==> src/rtl/assert_macros.svh <==
// Concurrent assertion helpers used by the RTL controller.
`ifndef ASSERT_MACROS_SVH
`define ASSERT_MACROS_SVH

// Checked on every rising clock edge outside of reset.
`define HPQ_ASSERT(label, prop, msg) \
   label: assert property (@(posedge clock) disable iff (reset) prop) else $error(msg);

// Checked on every rising clock edge, reset included.
`define HPQ_ASSERT_ALWAYS(label, prop, msg) \
   label: assert property (@(posedge clock) prop) else $error(msg);

`endif

==> src/rtl/hpq_pkg.sv <==
package hpq_pkg;

   localparam int KEY_W            = 32;
   localparam int TOTAL_W          = 11;
   localparam int DEFAULT_CAPACITY = 1024;

   typedef enum logic {
      OP_PUSH = 1'b0,
      OP_POP  = 1'b1
   } opcode_type;

   typedef enum logic [1:0] {
      STATUS_OK    = 2'd0,
      STATUS_FULL  = 2'd1,
      STATUS_EMPTY = 2'd2
   } status_type;

   // Command broadcast to every cell of the sorted row
   typedef struct packed {
      logic                    push;
      logic                    pop;
      logic signed [KEY_W-1:0] key;
   } cmd_type;

endpackage

==> src/rtl/hpq_cell.sv <==
module hpq_cell import hpq_pkg::*; #(
   parameter int CNT_W = $clog2(DEFAULT_CAPACITY + 1),
   parameter int IDX   = 0
) (
   input  logic                    clock,
   input  cmd_type                 cmd,
   input  logic [CNT_W-1:0]        count,
   input  logic signed [KEY_W-1:0] left_data,
   input  logic                    left_keep,
   input  logic signed [KEY_W-1:0] right_data,
   output logic signed [KEY_W-1:0] data,
   output logic                    keep
);

   logic signed [KEY_W-1:0] data_ff;
   logic signed [KEY_W-1:0] data_in;
   logic                    occupied;

   // Row is sorted largest first; keep marks the prefix that stays put on a push.
   assign occupied = count > CNT_W'(IDX);
   assign keep     = occupied && (data_ff >= cmd.key);
   assign data     = data_ff;

   always_comb begin
      data_in = data_ff;
      if (cmd.pop) begin
         data_in = right_data;
      end else if (cmd.push && !keep) begin
         data_in = left_keep ? cmd.key : left_data;
      end
   end

   always_ff @(posedge clock) begin
      data_ff <= data_in;
   end

endmodule

==> config.mk <==
export PLATFORM = sky130hd
export DESIGN_NAME = hpq_cell
export DESIGN_NICKNAME = d
export VERILOG_FILES = /design/src/rtl/assert_macros.svh /design/src/rtl/hpq_pkg.sv /design/src/rtl/hpq_cell.sv
export SDC_FILE = /design/constraint.sdc
export NUM_CORES = 1
export LEC_CHECK = 0
export ABC_AREA = 1
export BUFFER_PORTS_ARGS = -buffer_cell sky130_fd_sc_hd__buf_4
export CAP_MARGIN = 20
export CORE_UTILIZATION = 25
export CTS_CLUSTER_SIZE = 20
export DETAILED_ROUTE_END_ITERATION = 16
export GPL_ROUTABILITY_DRIVEN = 0
export GPL_TIMING_DRIVEN = 0
export HOLD_SLACK_MARGIN = 0.1
export SLEW_MARGIN = 25
export SYNTH_ARGS = -nofsm -noshare
export SYNTH_HDL_FRONTEND = slang
export SYNTH_SLANG_ARGS = --single-unit
==> constraint.sdc <==
create_clock -name clock -period 4.9 [get_ports clock]
set_input_delay 0.49 -clock clock [delete_from_list [all_inputs] [get_ports clock]]
set_output_delay 0.49 -clock clock [all_outputs]
set_load 0.02 [all_outputs]
### Yosys cells after proc, flatten, opt, wreduce, memory -nomap -nowiden

Cells that the tools add are included.

| cells by class | value |
|---|---|
| order comparisons | 2 |
| muxes and demuxes | 3 |
| reductions and logical operators | 4 |

Operators with widths:

| operator | count |
|---|---|
| $mux 32 | 3 |
| $ge 32x32->1 | 1 |
| $gt 11x1->1 const B | 1 |
| $logic_and 1x1->1 | 2 |
| $reduce_bool 2->1 | 1 |
| $logic_not 1->1 | 1 |

| storage, ports and cells | value |
|---|---|
| bits in registers | 32 |
| input port bits | 111 |
| output and inout bits | 33 |
| logic and storage cells | 10 |

### Logic depth before layout (Yosys ltp)

| logic depth | value |
|---|---|
| word-level depth | 6 |
| depth in mapped cells | 18 |
| gate-level depth less buffers | 18 |

### Worst setup path before layout

Ideal clock, no wire load.

| timing path | value |
|---|---|
| path type | register -> register |
| start point | reg data_ff[31] (netlist: data[31]) |
| end point | reg data_ff[0] (netlist: data[0]) (enable) |
| library setup time | 390 ps |
| arrival time | 2296 ps |
| data required time | 4510 ps |
| path slack | 2214 ps |
| cell stages (with the launch flop) | 12 |
| buffers on the path | 0 |
| clock period less this slack | 2686 ps |
| cells stage by stage | edfxtp_1 ha_1 nand2_1 nor2_2 nand2_2 nor4_4 nand2_1 nand3_1 nand3_1 nand2_1 nand2_1 nand2_1 |

| between the ends | value |
|---|---|
| cells in the longest elaborated chain, start to end | 5 |

Ends and longest elaborated chain:

| item | line | source |
|---|---|---|
| from (decl) | hpq_cell.sv:15 | `logic signed [KEY_W-1:0] data_ff;` |
| from (signal assigned) | hpq_cell.sv:34 | `data_ff <= data_in;` |
| $ge 32x32->1 | hpq_cell.sv:21 | `assign keep = occupied && (data_ff >= cmd.key);` |
| $logic_and 1x1->1 | hpq_cell.sv:21 |  |
| $logic_not 1->1 | hpq_cell.sv:28 | `end else if (cmd.push && !keep) begin` |
| $logic_and 1x1->1 | hpq_cell.sv:28 |  |
| $reduce_bool 2->1 (no source line) | n/a |  |

No other way between the ends.
A chain may end at the register's enable or synchronous reset.

### Worst setup path after layout

| timing path | value |
|---|---|
| start point | reg data_ff[31] (netlist: data[31]) |
| end point | out keep |

| between the ends | value |
|---|---|
| cells in the longest elaborated chain, start to end | 2 |

Ends and longest elaborated chain:

| item | line | source |
|---|---|---|
| $ge 32x32->1 | hpq_cell.sv:21 |  |
| $logic_and 1x1->1 | hpq_cell.sv:21 |  |
| to (decl) | hpq_cell.sv:12 | `output logic keep` |

No other way between the ends.

==> impl_metrics.tcl <==
set metrics [dict create \
    status "completed" \
    path_max_fanout 4 \
    port_buffers 141 \
    required_ps 4410 \
    yosys-top-cells-count "96 x nand2_1, 60 x o21ai_0, 42 x inv_1" \
    cts_tree "yes" \
    largest_reg_flops 32 \
    slew_violations 0 \
    yosysTopAreaCell "edfxtp_1" \
    hold_ws_ps 483 \
    r2r_setup_slack_ps 2300 \
    track_usage 0.150 \
    syn-cell-area_um2 2530 \
    synth_fa_ha_area_frac 0.158 \
    r2r_end "data[12]$_DFFE_PP_" \
    synth.distinct_cells 23 \
    wirelength_um 7820 \
    initial_core_util 0.259 \
    vias 2652 \
    async_flop_share 0 \
    max-cap-violations 0 \
    holdPathEnd "data[27]$_DFFE_PP_" \
    wl_per_cell_um 12.8 \
    r2r_start "data[31]$_DFFE_PP_" \
    multiInputGateArea_um2 1350 \
    criticalPathCategory "reg2out" \
    remaining_drc_errors 0 \
    hold_viol_final 0 \
    ant_nets 0 \
    fin_nets 619 \
    grt_pass1_vias 2515 \
    syn_to_final_growth_pct 52.7 \
    ys.flop_type "edfxtp_1" \
    synth_edf_count 32 \
    clock_path_buffers 2 \
    grt-ovfl-total 0 \
    layout-drive-gt1-share 0.334 \
    start_kind "flip-flop" \
    drtIter0Drc 51 \
    clk_pin_slew_ps 70 \
    via_per_inst 4.35 \
    dieArea_um2 10500 \
    synth_top_family_by_area "simple AND/OR/NAND/NOR gates" \
    ir_drop_uv 99.4 \
    grt_max_degree 19 \
    synthMostInstantiatedCell "nand2_1" \
    die_h_um 103 \
    dr.pass1.iters 4 \
    cts.repair.resized 0 \
    ys.warnings.count 0 \
    rsz0062_at_grt "no" \
    tightestPinTransition_ps 597 \
    insertion_delay_ps 280 \
    ff_latch_area_um2 961 \
    r2r_cells 12 \
    hold_class "in2reg" \
    p_leak_nw 1.95 \
    syn-num-nets 470 \
    tritoncts_num_sinks 32 \
    chipWidth_um 103 \
    synth-simple-area-share 0.200 \
    holdCritStartpoint "right_data[27]" \
    grt_pass1_wl_um 12000 \
    synthMuxAreaShare 0 \
    crit_path_end_kind "primary output" \
    core_area_um2 9770 \
    grt_antenna_before_repair 0 \
    fillerInstances 1042 \
    p_per_area_nw_per_um2 238 \
    netlist_instances 327 \
    fin_crit_sh 0.536 \
    finClkSkew_ps 9.03 \
    setup_viol 0 \
    yosys-top-cells-area "edfxtp_1 38%, ha_1 16%, nand2_1 14%" \
    diodes 0 \
    final.min_clock_period_ps 2630 \
    synth_xor_area_frac 0 \
    post-cts-setup-buffers 0 \
    yosysSeqAreaShare 0.380 \
    rows 36 \
    min_path_cells 3 \
    ys_seq_elements 32 \
    cts.htree.levels 2 \
    cts-buffers-inserted 5 \
    synth-compound-area-share 0.174 \
    dp_hpwl_um 6360 \
    cp_data_arrival_time_ps 2140 \
    synth_top_area_share 0.380 \
    cts-root-buf "clkbuf_8" \
    syn_area_per_cell_um2 7.73 \
    pin_count 144 \
    slew_headroom 0.602 \
    fin_setup_tns_ps 0 \
    fmax_ghz 0.381 \
    cts_hold_buf 0 \
]
-- cells in the final DEF, fill, tap and decap left out, drive strengths merged, types with 3 or more instances in the layout --
master and n:
buf 143, nand2 99, o21ai 61, inv 43, ha 32, edfxtp 32, a21oi 20, clkbuf 19
nor2 12, nand3 4, nor4 3
-- cells by family after synthesis --
| family | Yosys count |
|---|---|
| compound gates | 85 |
| fa+ha+maj | 32 |
| buf+inv | 57 |
| flops | 32 |
| simple gates | 121 |
-- how the worst max path moves through the flow --
stage	start	to	slack (ps)	cells after the start
floorplan	data[31]$_DFFE_PP_	data[0]$_DFFE_PP_	2210	11
CTS	data[31]$_DFFE_PP_	keep	2230	12
global placement	cmd[31]	data[16]$_DFFE_PP_	1490	13
detailed placement	cmd[13]	data[13]$_DFFE_PP_	2080	15
finish	data[31]$_DFFE_PP_	keep	2270	12
global route	data[9]$_DFFE_PP_	data[9]$_DFFE_PP_	2090	15
-- critical path, cell delays in order (launching register included) --
cell	delay, ps
edfxtp_1	410
ha_1	350
nand2_1	100
nor2_2	140
nand2_2	90
nor4_4	200
nand2_1	110
nand2_1	70
nand2_1	40
nand3_1	80
nand2_1	80
inv_1	60
buf_4	130
-- per-layer routing --
layer | global-route usage | vias up | share of wire
li1 | - | 1388 | -
met1 | 0.200 | 1178 | 0.46
met2 | 0.251 | 81 | 0.47
met3 | 0.0285 | 5 | 0.058
met4 | 0.0341 | 0 | 0.0063
met5 | 0 | - | 0
-- through the flow --
step                cell area (um^2)  utilization  cells  setup slack (ps)  power (mW)
floorplan                       2530            -    327              2210       0.556
global route                    3860        0.395    609              2090       0.984
detailed placement              3780        0.387    602              2080       0.730
finish                          3860        0.395    609              2270       0.918
CTS                             3860        0.395    609              2230       0.932
global placement                3750        0.384    601              1490       0.717
-- final cells by class --
class / instances / share of cell area
clock buffers: 6 / 0.0188
flip-flops and latches: 32 / 0.249
well taps: 133 / 0.0431
clock inverters: 1 / 0.00130
inverters: 43 / 0.0418
multi-input cells: 238 / 0.349
repair buffers: 142 / 0.281
plain buffers: 14 / 0.0156
-- where the power goes --
group / internal (mW) / leakage [nW] / switching, mW
clock network: 0.0967 / 0.0410 / 0.102
logic: 0.167 / 1.59 / 0.186
registers: 0.346 / 0.323 / 0.0200
(Power assumes the default switching activity.)
