## config.mk

```make
export PLATFORM = sky130hd
export DESIGN_NAME = hpq_ctrl_flat
export DESIGN_NICKNAME = d
export VERILOG_FILES = /design/src/rtl/hpq_pkg.sv /design/src/rtl/hpq_if.sv /design/src/rtl/hpq_ctrl.sv /design/src/flat_wrapper.sv
export VERILOG_INCLUDE_DIRS = /design/src /design/src/rtl
export SDC_FILE = /design/constraint.sdc
export NUM_CORES = 1
export LEC_CHECK = 0
export ABC_AREA = 1
export BUFFER_PORTS_ARGS = -buffer_cell sky130_fd_sc_hd__buf_4
export CAP_MARGIN = 20
export CORE_MARGIN = 8
export CORE_UTILIZATION = 45
export CTS_CLUSTER_DIAMETER = 40
export DETAILED_ROUTE_END_ITERATION = 10
export PLACE_DENSITY = 0.8
export SLEW_MARGIN = 5
export SYNTH_ARGS = -nofsm -noshare
export SYNTH_HDL_FRONTEND = slang
export SYNTH_SLANG_ARGS = --single-unit
export TNS_END_PERCENT = 100
```

## constraint.sdc

```tcl
create_clock -name clock -period 4.35 [get_ports clock]
set_input_delay 1.0875 -clock clock [delete_from_list [all_inputs] [get_ports clock]]
set_output_delay 1.0875 -clock clock [all_outputs]
set_load 0.05 [all_outputs]
```

## src/rtl/assert_macros.svh

```systemverilog
// Concurrent assertion helpers used by the RTL controller.
`ifndef ASSERT_MACROS_SVH
`define ASSERT_MACROS_SVH

// Checked on every rising clock edge outside of reset.
`define HPQ_ASSERT(label, prop, msg) \
   label: assert property (@(posedge clock) disable iff (reset) prop) else $error(msg);

// Checked on every rising clock edge, reset included.
`define HPQ_ASSERT_ALWAYS(label, prop, msg) \
   label: assert property (@(posedge clock) prop) else $error(msg);

`endif

```

## src/rtl/hpq_pkg.sv

```systemverilog
package hpq_pkg;

   localparam int KEY_W            = 32;
   localparam int TOTAL_W          = 11;
   localparam int DEFAULT_CAPACITY = 1024;

   typedef enum logic {
      OP_PUSH = 1'b0,
      OP_POP  = 1'b1
   } opcode_type;

   typedef enum logic [1:0] {
      STATUS_OK    = 2'd0,
      STATUS_FULL  = 2'd1,
      STATUS_EMPTY = 2'd2
   } status_type;

   // Command broadcast to every cell of the sorted row
   typedef struct packed {
      logic                    push;
      logic                    pop;
      logic signed [KEY_W-1:0] key;
   } cmd_type;

endpackage

```

## src/rtl/hpq_if.sv

```systemverilog
interface hpq_req_if import hpq_pkg::*; ();
   logic                    valid;
   logic                    ready;
   logic                    opcode;
   logic signed [KEY_W-1:0] key_value;

   modport source (output valid, output opcode, output key_value, input ready);
   modport sink   (input valid, input opcode, input key_value, output ready);
endinterface

interface hpq_rsp_if import hpq_pkg::*; ();
   logic                    valid;
   logic                    ready;
   logic signed [KEY_W-1:0] max_key;
   logic                    heap_empty;
   logic [TOTAL_W-1:0]      entry_total;
   logic [1:0]              status;

   modport source (output valid, output max_key, output heap_empty, output entry_total,
                   output status, input ready);
   modport sink   (input valid, input max_key, input heap_empty, input entry_total,
                   input status, output ready);
endinterface

```

## src/rtl/hpq_ctrl.sv

```systemverilog
`include "assert_macros.svh"

module hpq_ctrl import hpq_pkg::*; #(
   parameter int CAPACITY = DEFAULT_CAPACITY,
   parameter int CNT_W    = $clog2(DEFAULT_CAPACITY + 1)
) (
   input  logic                    clock,
   input  logic                    reset,
   hpq_req_if.sink                 req_chan,
   hpq_rsp_if.source               rsp_chan,
   input  logic signed [KEY_W-1:0] head_data,
   output cmd_type                 cmd,
   output logic [CNT_W-1:0]        count
);

   logic [CNT_W-1:0]        count_ff, count_in;
   logic                    busy_ff, busy_in;
   status_type              pend_status_ff, pend_status_in;
   logic                    out_valid_ff, out_valid_in;
   logic signed [KEY_W-1:0] out_max_ff, out_max_in;
   logic                    out_empty_ff, out_empty_in;
   logic [TOTAL_W-1:0]      out_total_ff, out_total_in;
   status_type              out_status_ff, out_status_in;

   logic accept;
   logic capture;
   logic is_pop;
   logic is_full;
   logic is_empty;

   // busy: state already updated, result not yet in the output register
   assign capture  = busy_ff && (!out_valid_ff || rsp_chan.ready);
   assign req_chan.ready = !busy_ff || capture;
   assign accept   = req_chan.valid && req_chan.ready;
   assign is_pop   = req_chan.opcode == OP_POP;
   assign is_full  = count_ff == CNT_W'(CAPACITY);
   assign is_empty = count_ff == '0;

   assign cmd.push = accept && !is_pop && !is_full;
   assign cmd.pop  = accept && is_pop && !is_empty;
   assign cmd.key  = req_chan.key_value;
   assign count    = count_ff;

   always_comb begin
      count_in       = count_ff;
      busy_in        = busy_ff;
      pend_status_in = pend_status_ff;
      if (cmd.push) begin
         count_in = count_ff + 1'b1;
      end else if (cmd.pop) begin
         count_in = count_ff - 1'b1;
      end
      if (capture) begin
         busy_in = 1'b0;
      end
      if (accept) begin
         busy_in = 1'b1;
         if (!is_pop && is_full) begin
            pend_status_in = STATUS_FULL;
         end else if (is_pop && is_empty) begin
            pend_status_in = STATUS_EMPTY;
         end else begin
            pend_status_in = STATUS_OK;
         end
      end
   end

   always_comb begin
      out_valid_in  = out_valid_ff;
      out_max_in    = out_max_ff;
      out_empty_in  = out_empty_ff;
      out_total_in  = out_total_ff;
      out_status_in = out_status_ff;
      if (rsp_chan.ready) begin
         out_valid_in = 1'b0;
      end
      if (capture) begin
         out_valid_in  = 1'b1;
         out_max_in    = is_empty ? '0 : head_data;
         out_empty_in  = is_empty;
         out_total_in  = TOTAL_W'(count_ff);
         out_status_in = pend_status_ff;
      end
   end

   always_ff @(posedge clock) begin
      if (reset) begin
         count_ff     <= '0;
         busy_ff      <= 1'b0;
         out_valid_ff <= 1'b0;
      end else begin
         count_ff     <= count_in;
         busy_ff      <= busy_in;
         out_valid_ff <= out_valid_in;
      end
   end

   always_ff @(posedge clock) begin
      pend_status_ff <= pend_status_in;
      out_max_ff     <= out_max_in;
      out_empty_ff   <= out_empty_in;
      out_total_ff   <= out_total_in;
      out_status_ff  <= out_status_in;
   end

   assign rsp_chan.valid       = out_valid_ff;
   assign rsp_chan.max_key     = out_max_ff;
   assign rsp_chan.heap_empty  = out_empty_ff;
   assign rsp_chan.entry_total = out_total_ff;
   assign rsp_chan.status      = out_status_ff;

   `HPQ_ASSERT(count_in_range, count_ff <= CNT_W'(CAPACITY), "entry count above capacity")
   `HPQ_ASSERT(push_grows, cmd.push |=> count_ff == $past(count_ff) + 1'b1, "push lost")
   `HPQ_ASSERT(refused_holds, (accept && !cmd.push && !cmd.pop) |=> $stable(count_ff),
      "refused item changed the count")
   `HPQ_ASSERT(result_waits, (busy_ff && !capture) |=> busy_ff, "pending result dropped")
   `HPQ_ASSERT_ALWAYS(one_cmd, !(cmd.push && cmd.pop), "push and pop together")

endmodule

```

## src/flat_wrapper.sv

```systemverilog
// flat-port wrapper written by rule: the top's interface ports become plain ports
module hpq_ctrl_flat import hpq_pkg::*;
#(
   parameter int CAPACITY = DEFAULT_CAPACITY,
   parameter int CNT_W    = $clog2(DEFAULT_CAPACITY + 1)
)
  (clock, reset, head_data, cmd, count, req_chan_valid, req_chan_opcode, req_chan_key_value, req_chan_ready, rsp_chan_valid, rsp_chan_max_key, rsp_chan_heap_empty, rsp_chan_entry_total, rsp_chan_status, rsp_chan_ready);
  hpq_req_if req_chan_i ();
  hpq_rsp_if rsp_chan_i ();
  input  logic clock;
  input  logic reset;
  input  logic signed [KEY_W-1:0] head_data;
  output cmd_type cmd;
  output logic [CNT_W-1:0] count;
  input wire logic [$bits(req_chan_i.valid)-1:0] req_chan_valid;
  input wire logic [$bits(req_chan_i.opcode)-1:0] req_chan_opcode;
  input wire logic [$bits(req_chan_i.key_value)-1:0] req_chan_key_value;
  output wire logic [$bits(req_chan_i.ready)-1:0] req_chan_ready;
  output wire logic [$bits(rsp_chan_i.valid)-1:0] rsp_chan_valid;
  output wire logic [$bits(rsp_chan_i.max_key)-1:0] rsp_chan_max_key;
  output wire logic [$bits(rsp_chan_i.heap_empty)-1:0] rsp_chan_heap_empty;
  output wire logic [$bits(rsp_chan_i.entry_total)-1:0] rsp_chan_entry_total;
  output wire logic [$bits(rsp_chan_i.status)-1:0] rsp_chan_status;
  input wire logic [$bits(rsp_chan_i.ready)-1:0] rsp_chan_ready;
  assign req_chan_i.valid = req_chan_valid;
  assign req_chan_i.opcode = req_chan_opcode;
  assign req_chan_i.key_value = req_chan_key_value;
  assign req_chan_ready = req_chan_i.ready;
  assign rsp_chan_valid = rsp_chan_i.valid;
  assign rsp_chan_max_key = rsp_chan_i.max_key;
  assign rsp_chan_heap_empty = rsp_chan_i.heap_empty;
  assign rsp_chan_entry_total = rsp_chan_i.entry_total;
  assign rsp_chan_status = rsp_chan_i.status;
  assign rsp_chan_i.ready = rsp_chan_ready;
  hpq_ctrl #(.CAPACITY(CAPACITY), .CNT_W(CNT_W)) u_core (.clock(clock), .reset(reset), .req_chan(req_chan_i), .rsp_chan(rsp_chan_i), .head_data(head_data), .cmd(cmd), .count(count));
endmodule
```

* Word level (Yosys, flattened, before mapping)
Index checks and enable logic that the tools add are counted.
** Storage, ports and cells
- Flip-flop bits (word level) :: 61
- Input port bits :: 69
- Output and inout port bits :: 93
- Word-level logic and storage cells :: 37
** Operators by class
- Add/sub/neg operators :: 2
- Equality and inequality tests :: 1
- Muxes and demuxes :: 7
- Reductions and logical operators :: 19
** Operators with widths (number)
- $mux W11 :: 2
- $add A11 B1 Y11 const B :: 1
- $eq A11 B11 Y1 const B :: 1
- $logic_not A11 Y1 :: 1
- $sub A11 B1 Y11 const B :: 1
- $logic_and A1 B1 Y1 :: 8
- $reduce_bool A2 Y1 :: 3
- $logic_not A1 Y1 :: 5
- $mux W1 :: 4
- $logic_or A1 B1 Y1 :: 2
- $mux W2 :: 1

* Longest topological paths before layout
- Depth after elaboration :: 9
- Gate-level depth with buffers :: 16
- Depth with buffers taken out :: 16

* Worst setup path before layout
OpenSTA, ideal clock, no wires.
- Path type :: input port to flip-flop
- Start point :: in rsp_chan_ready
- End point :: reg u_core.out_total_ff[0], in the netlist u_core.rsp_chan.entry_total[0], enable pin
- Arrival :: 3.359 ns
- Required time :: 3.885 ns
- Path slack :: 0.527 ns
- Stages :: 2
- Buffers on the path :: 0
- Path through :: inv_2 -> a21oi_1
** Between the ends
- Longest elaborated chain between the ends :: 2
** Ends and longest elaborated chain
- start, declared :: line flat_wrapper.sv:24 : input wire logic [$bits(rsp_chan_i.ready)-1:0] rsp_chan_ready;
- $logic_or A1 B1 Y1 :: line hpq_ctrl.sv:32 : assign capture = busy_ff && (!out_valid_ff || rsp_chan.ready);
- $logic_and A1 B1 Y1 :: line hpq_ctrl.sv:32
- via u_core.capture :: line hpq_ctrl.sv:26 : logic capture;
- end signal, assigned :: line hpq_ctrl.sv:102 : out_total_ff <= out_total_in;
- end, declared :: line hpq_ctrl.sv:22 : logic [TOTAL_W-1:0] out_total_ff, out_total_in;
The timed path passes the listed nets, and every way through them passes these cells.
A chain may end at the register's enable or synchronous reset.

==> metrics <==
die footprint=0.00955 mm2; count of fill cells added during filler insertion=540; run status=completed; post-route clock skew=0.0105 ns; Required @ worst endpoint=3.26 ns; worst setup path category=input port to output port; cell row count=29; io pins=162; CTS Sinks=61; Max transition margin=30.5%; warning count from the yosys run=0; Die Span Y=97.7 um; highest ir drop seen on vdd=233 uV; synth unique cells=31; floorplan core area=0.00642 mm2; worst-path maximum fanout=13; number of enable flip-flop cells after synthesis=48; routability congestion estimate=0.867; number of standard cells after synthesis=313; global route total overflow=0; commonest non-fill, non-tap cell in the layout=sky130_fd_sc_hd__buf_4; most used cells in the layout excluding fill and tap cells=sky130_fd_sc_hd__buf_4, sky130_fd_sc_hd__inv_1, sky130_fd_sc_hd__nor2_1, sky130_fd_sc_hd__edfxtp_1, sky130_fd_sc_hd__nand2_1; antenna violations before repair=0; final worst path period share=70.0%; pin count of the biggest net entering global routing=34; share of cells above drive strength 1=31.7%; WL per Instance=14.5 um; overall fraction of global-route tracks in use=14.4%; vias in the first global route=2208; HPWL Detailed=5.23 mm; number of levels the H-tree was split into=3; number of setup violations in the final report=0; final-layout worst hold slack=0.422 ns; Max-cap violations=0; Synth Register Bits=61; share of synthesized registers carrying an async set or reset=0%; PortBufs=97; portion of the post-synthesis area used by sequential elements=56.6%; post-route cell area=0.00377 mm2; most frequently used flop master after synthesis=sky130_fd_sc_hd__edfxtp_1; Total Wirelength=6.77 mm; clock slew at the register clock pins of the worst setup and hold paths=0.07 ns; Vias=2235; area occupied by registers=0.00170 mm2; total power per unit cell area=478 mW/mm2; number of buffers created by CTS=9; clock tree from TritonCTS=yes; CP Data Arrival Time=1.96 ns; Fmax achieved=328 MHz; leakage power total=0.00183 uW; area taken by multi-input logic gates=846 um2; per-instance average area after synthesis=9.60 um2; min cycle time layout=3.05 ns; Skew-Pair Late Insertion Delay=0.33 ns; Placed Instances=452; number of standard cells in the final layout excluding fillers=468; setup tns final=0 ns; post-synthesis to final-layout area growth=25.6%; DRC marker count from the first detailed-route iteration=58; hold buffers post-CTS=0; DRC violations left=0; CP dominant cell by count=sky130_fd_sc_hd__buf_4; total count of hold-check failures in the final report=0; remaining antenna violation count=0; Worst Setup End Kind=output port; Netlist Area Pre-Place=0.00301 mm2; clock tree buffer depth=2; first-pass GRT wire length=11.1 mm; class of the tightest hold or removal check=flop to flop; antenna diode instance count=0; Final Net Count=465; number of buffers inserted to repair setup after CTS=0; cell with the biggest individual delay on the critical path=sky130_fd_sc_hd__buf_4; Worst Max-Slew Pin Slew=1.04 ns; chip width=97.7 um; TritonRoute pass-1 iters=6; critical path launch point type=input port; starting density of the core=46.8%; post-route total power=1800 uW; list of cells traversed by the critical path=buf_4 -> inv_2 -> nand3_2 -> nand2_2 -> nor2_2 -> nand2_4 -> inv_1 -> buf_4; library cell used as clock root buffer=sky130_fd_sc_hd__clkbuf_8; post-detailed-placement cell area=0.00358 mm2; Via density=4.78; net count after synthesis=392; biggest cell delay along the critical path=0.19 ns; Max Transition Viols Final=0; cts repair resizes=0; unrepaired setup endpoints after global routing=no
## worst paths after layout
path | slack, ns | cells past startpoint | endpoint | start
setup / recovery | 1.30 | 8 | cmd[33] | rsp_chan_ready
hold reg to reg | 0.42 | 0 | u_core.rsp_chan.status[1] | u_core.pend_status_ff[1]
hold / removal | 0.42 | 0 | u_core.rsp_chan.status[1] | u_core.pend_status_ff[1]
setup reg to reg | 2.05 | 14 | u_core.count[10] | u_core.count[0]
## cells in the mapped netlist (3+ instances only)
cell | count | area, um2
sky130_fd_sc_hd__inv_1 | 52 | 195
sky130_fd_sc_hd__nor2_1 | 50 | 188
sky130_fd_sc_hd__edfxtp_1 | 48 | 1440
sky130_fd_sc_hd__nand2_1 | 45 | 169
sky130_fd_sc_hd__buf_4 | 32 | 240
sky130_fd_sc_hd__a21oi_1 | 16 | 80.1
sky130_fd_sc_hd__dfxtp_1 | 13 | 260
sky130_fd_sc_hd__nand3_1 | 11 | 55.1
sky130_fd_sc_hd__ha_1 | 9 | 113
sky130_fd_sc_hd__o21ai_0 | 7 | 35.0
sky130_fd_sc_hd__buf_2 | 3 | 15.0
sky130_fd_sc_hd__xnor2_1 | 3 | 26.3
## sequential cells by signal, indices dropped and copies added (netlist names)
register,cells
u_core.count,11
u_core.pend_status_ff,2
u_core.busy_ff,1
u_core.rsp_chan.heap_empty,1
u_core.rsp_chan.max_key,32
u_core.rsp_chan.entry_total,11
u_core.rsp_chan.valid,1
u_core.rsp_chan.status,2
## routing by layer
| metal | vias to the layer above | global-route usage, % | routed length [um] |
|---|---|---|---|
| met5 | - | 0 | 0 |
| met4 | 0 | 7.19 | 153 |
| li1 | 1105 | - | - |
| met2 | 104 | 21.9 | 3030 |
| met1 | 1001 | 16.7 | 2920 |
| met3 | 25 | 6.81 | 671 |
## through the flow
step,utilization (%),setup slack [ns]
after global placement,55.8,1.33
after floorplan,-,0.527
after global routing,58.8,1.22
after CTS,58.8,1.30
final,58.8,1.30
after detailed placement,55.8,1.31
## worst max-delay path: cells and delay by family
family	cells	cell delay, ns
and+or+nand+nor	4	0.42
buffers and inverters	4	0.45
## power breakdown
part           switching [uW]  total [uW]  internal (uW)
Sequential               46.3         746            700
Combinational             398         595            197
Clock                     195         463            269
## cell type report
cell class	count	area share, %
clock inverter	1	0.133
tap	77	2.55
inverter	54	5.37
multi-input combinational	162	22.4
clock buffer	15	4.94
sequential	61	45.1
timing repair buffer	98	19.5
## kinds of logic after synthesis
kind of cell | synth area share, %
simple gates | 17.2
flops | 56.6
buf+inv | 15.6
fa+ha+maj | 4.41
xor+xnor | 1.17
compound gates | 4.95
Note: power is estimated with default switching activity, not from simulation.
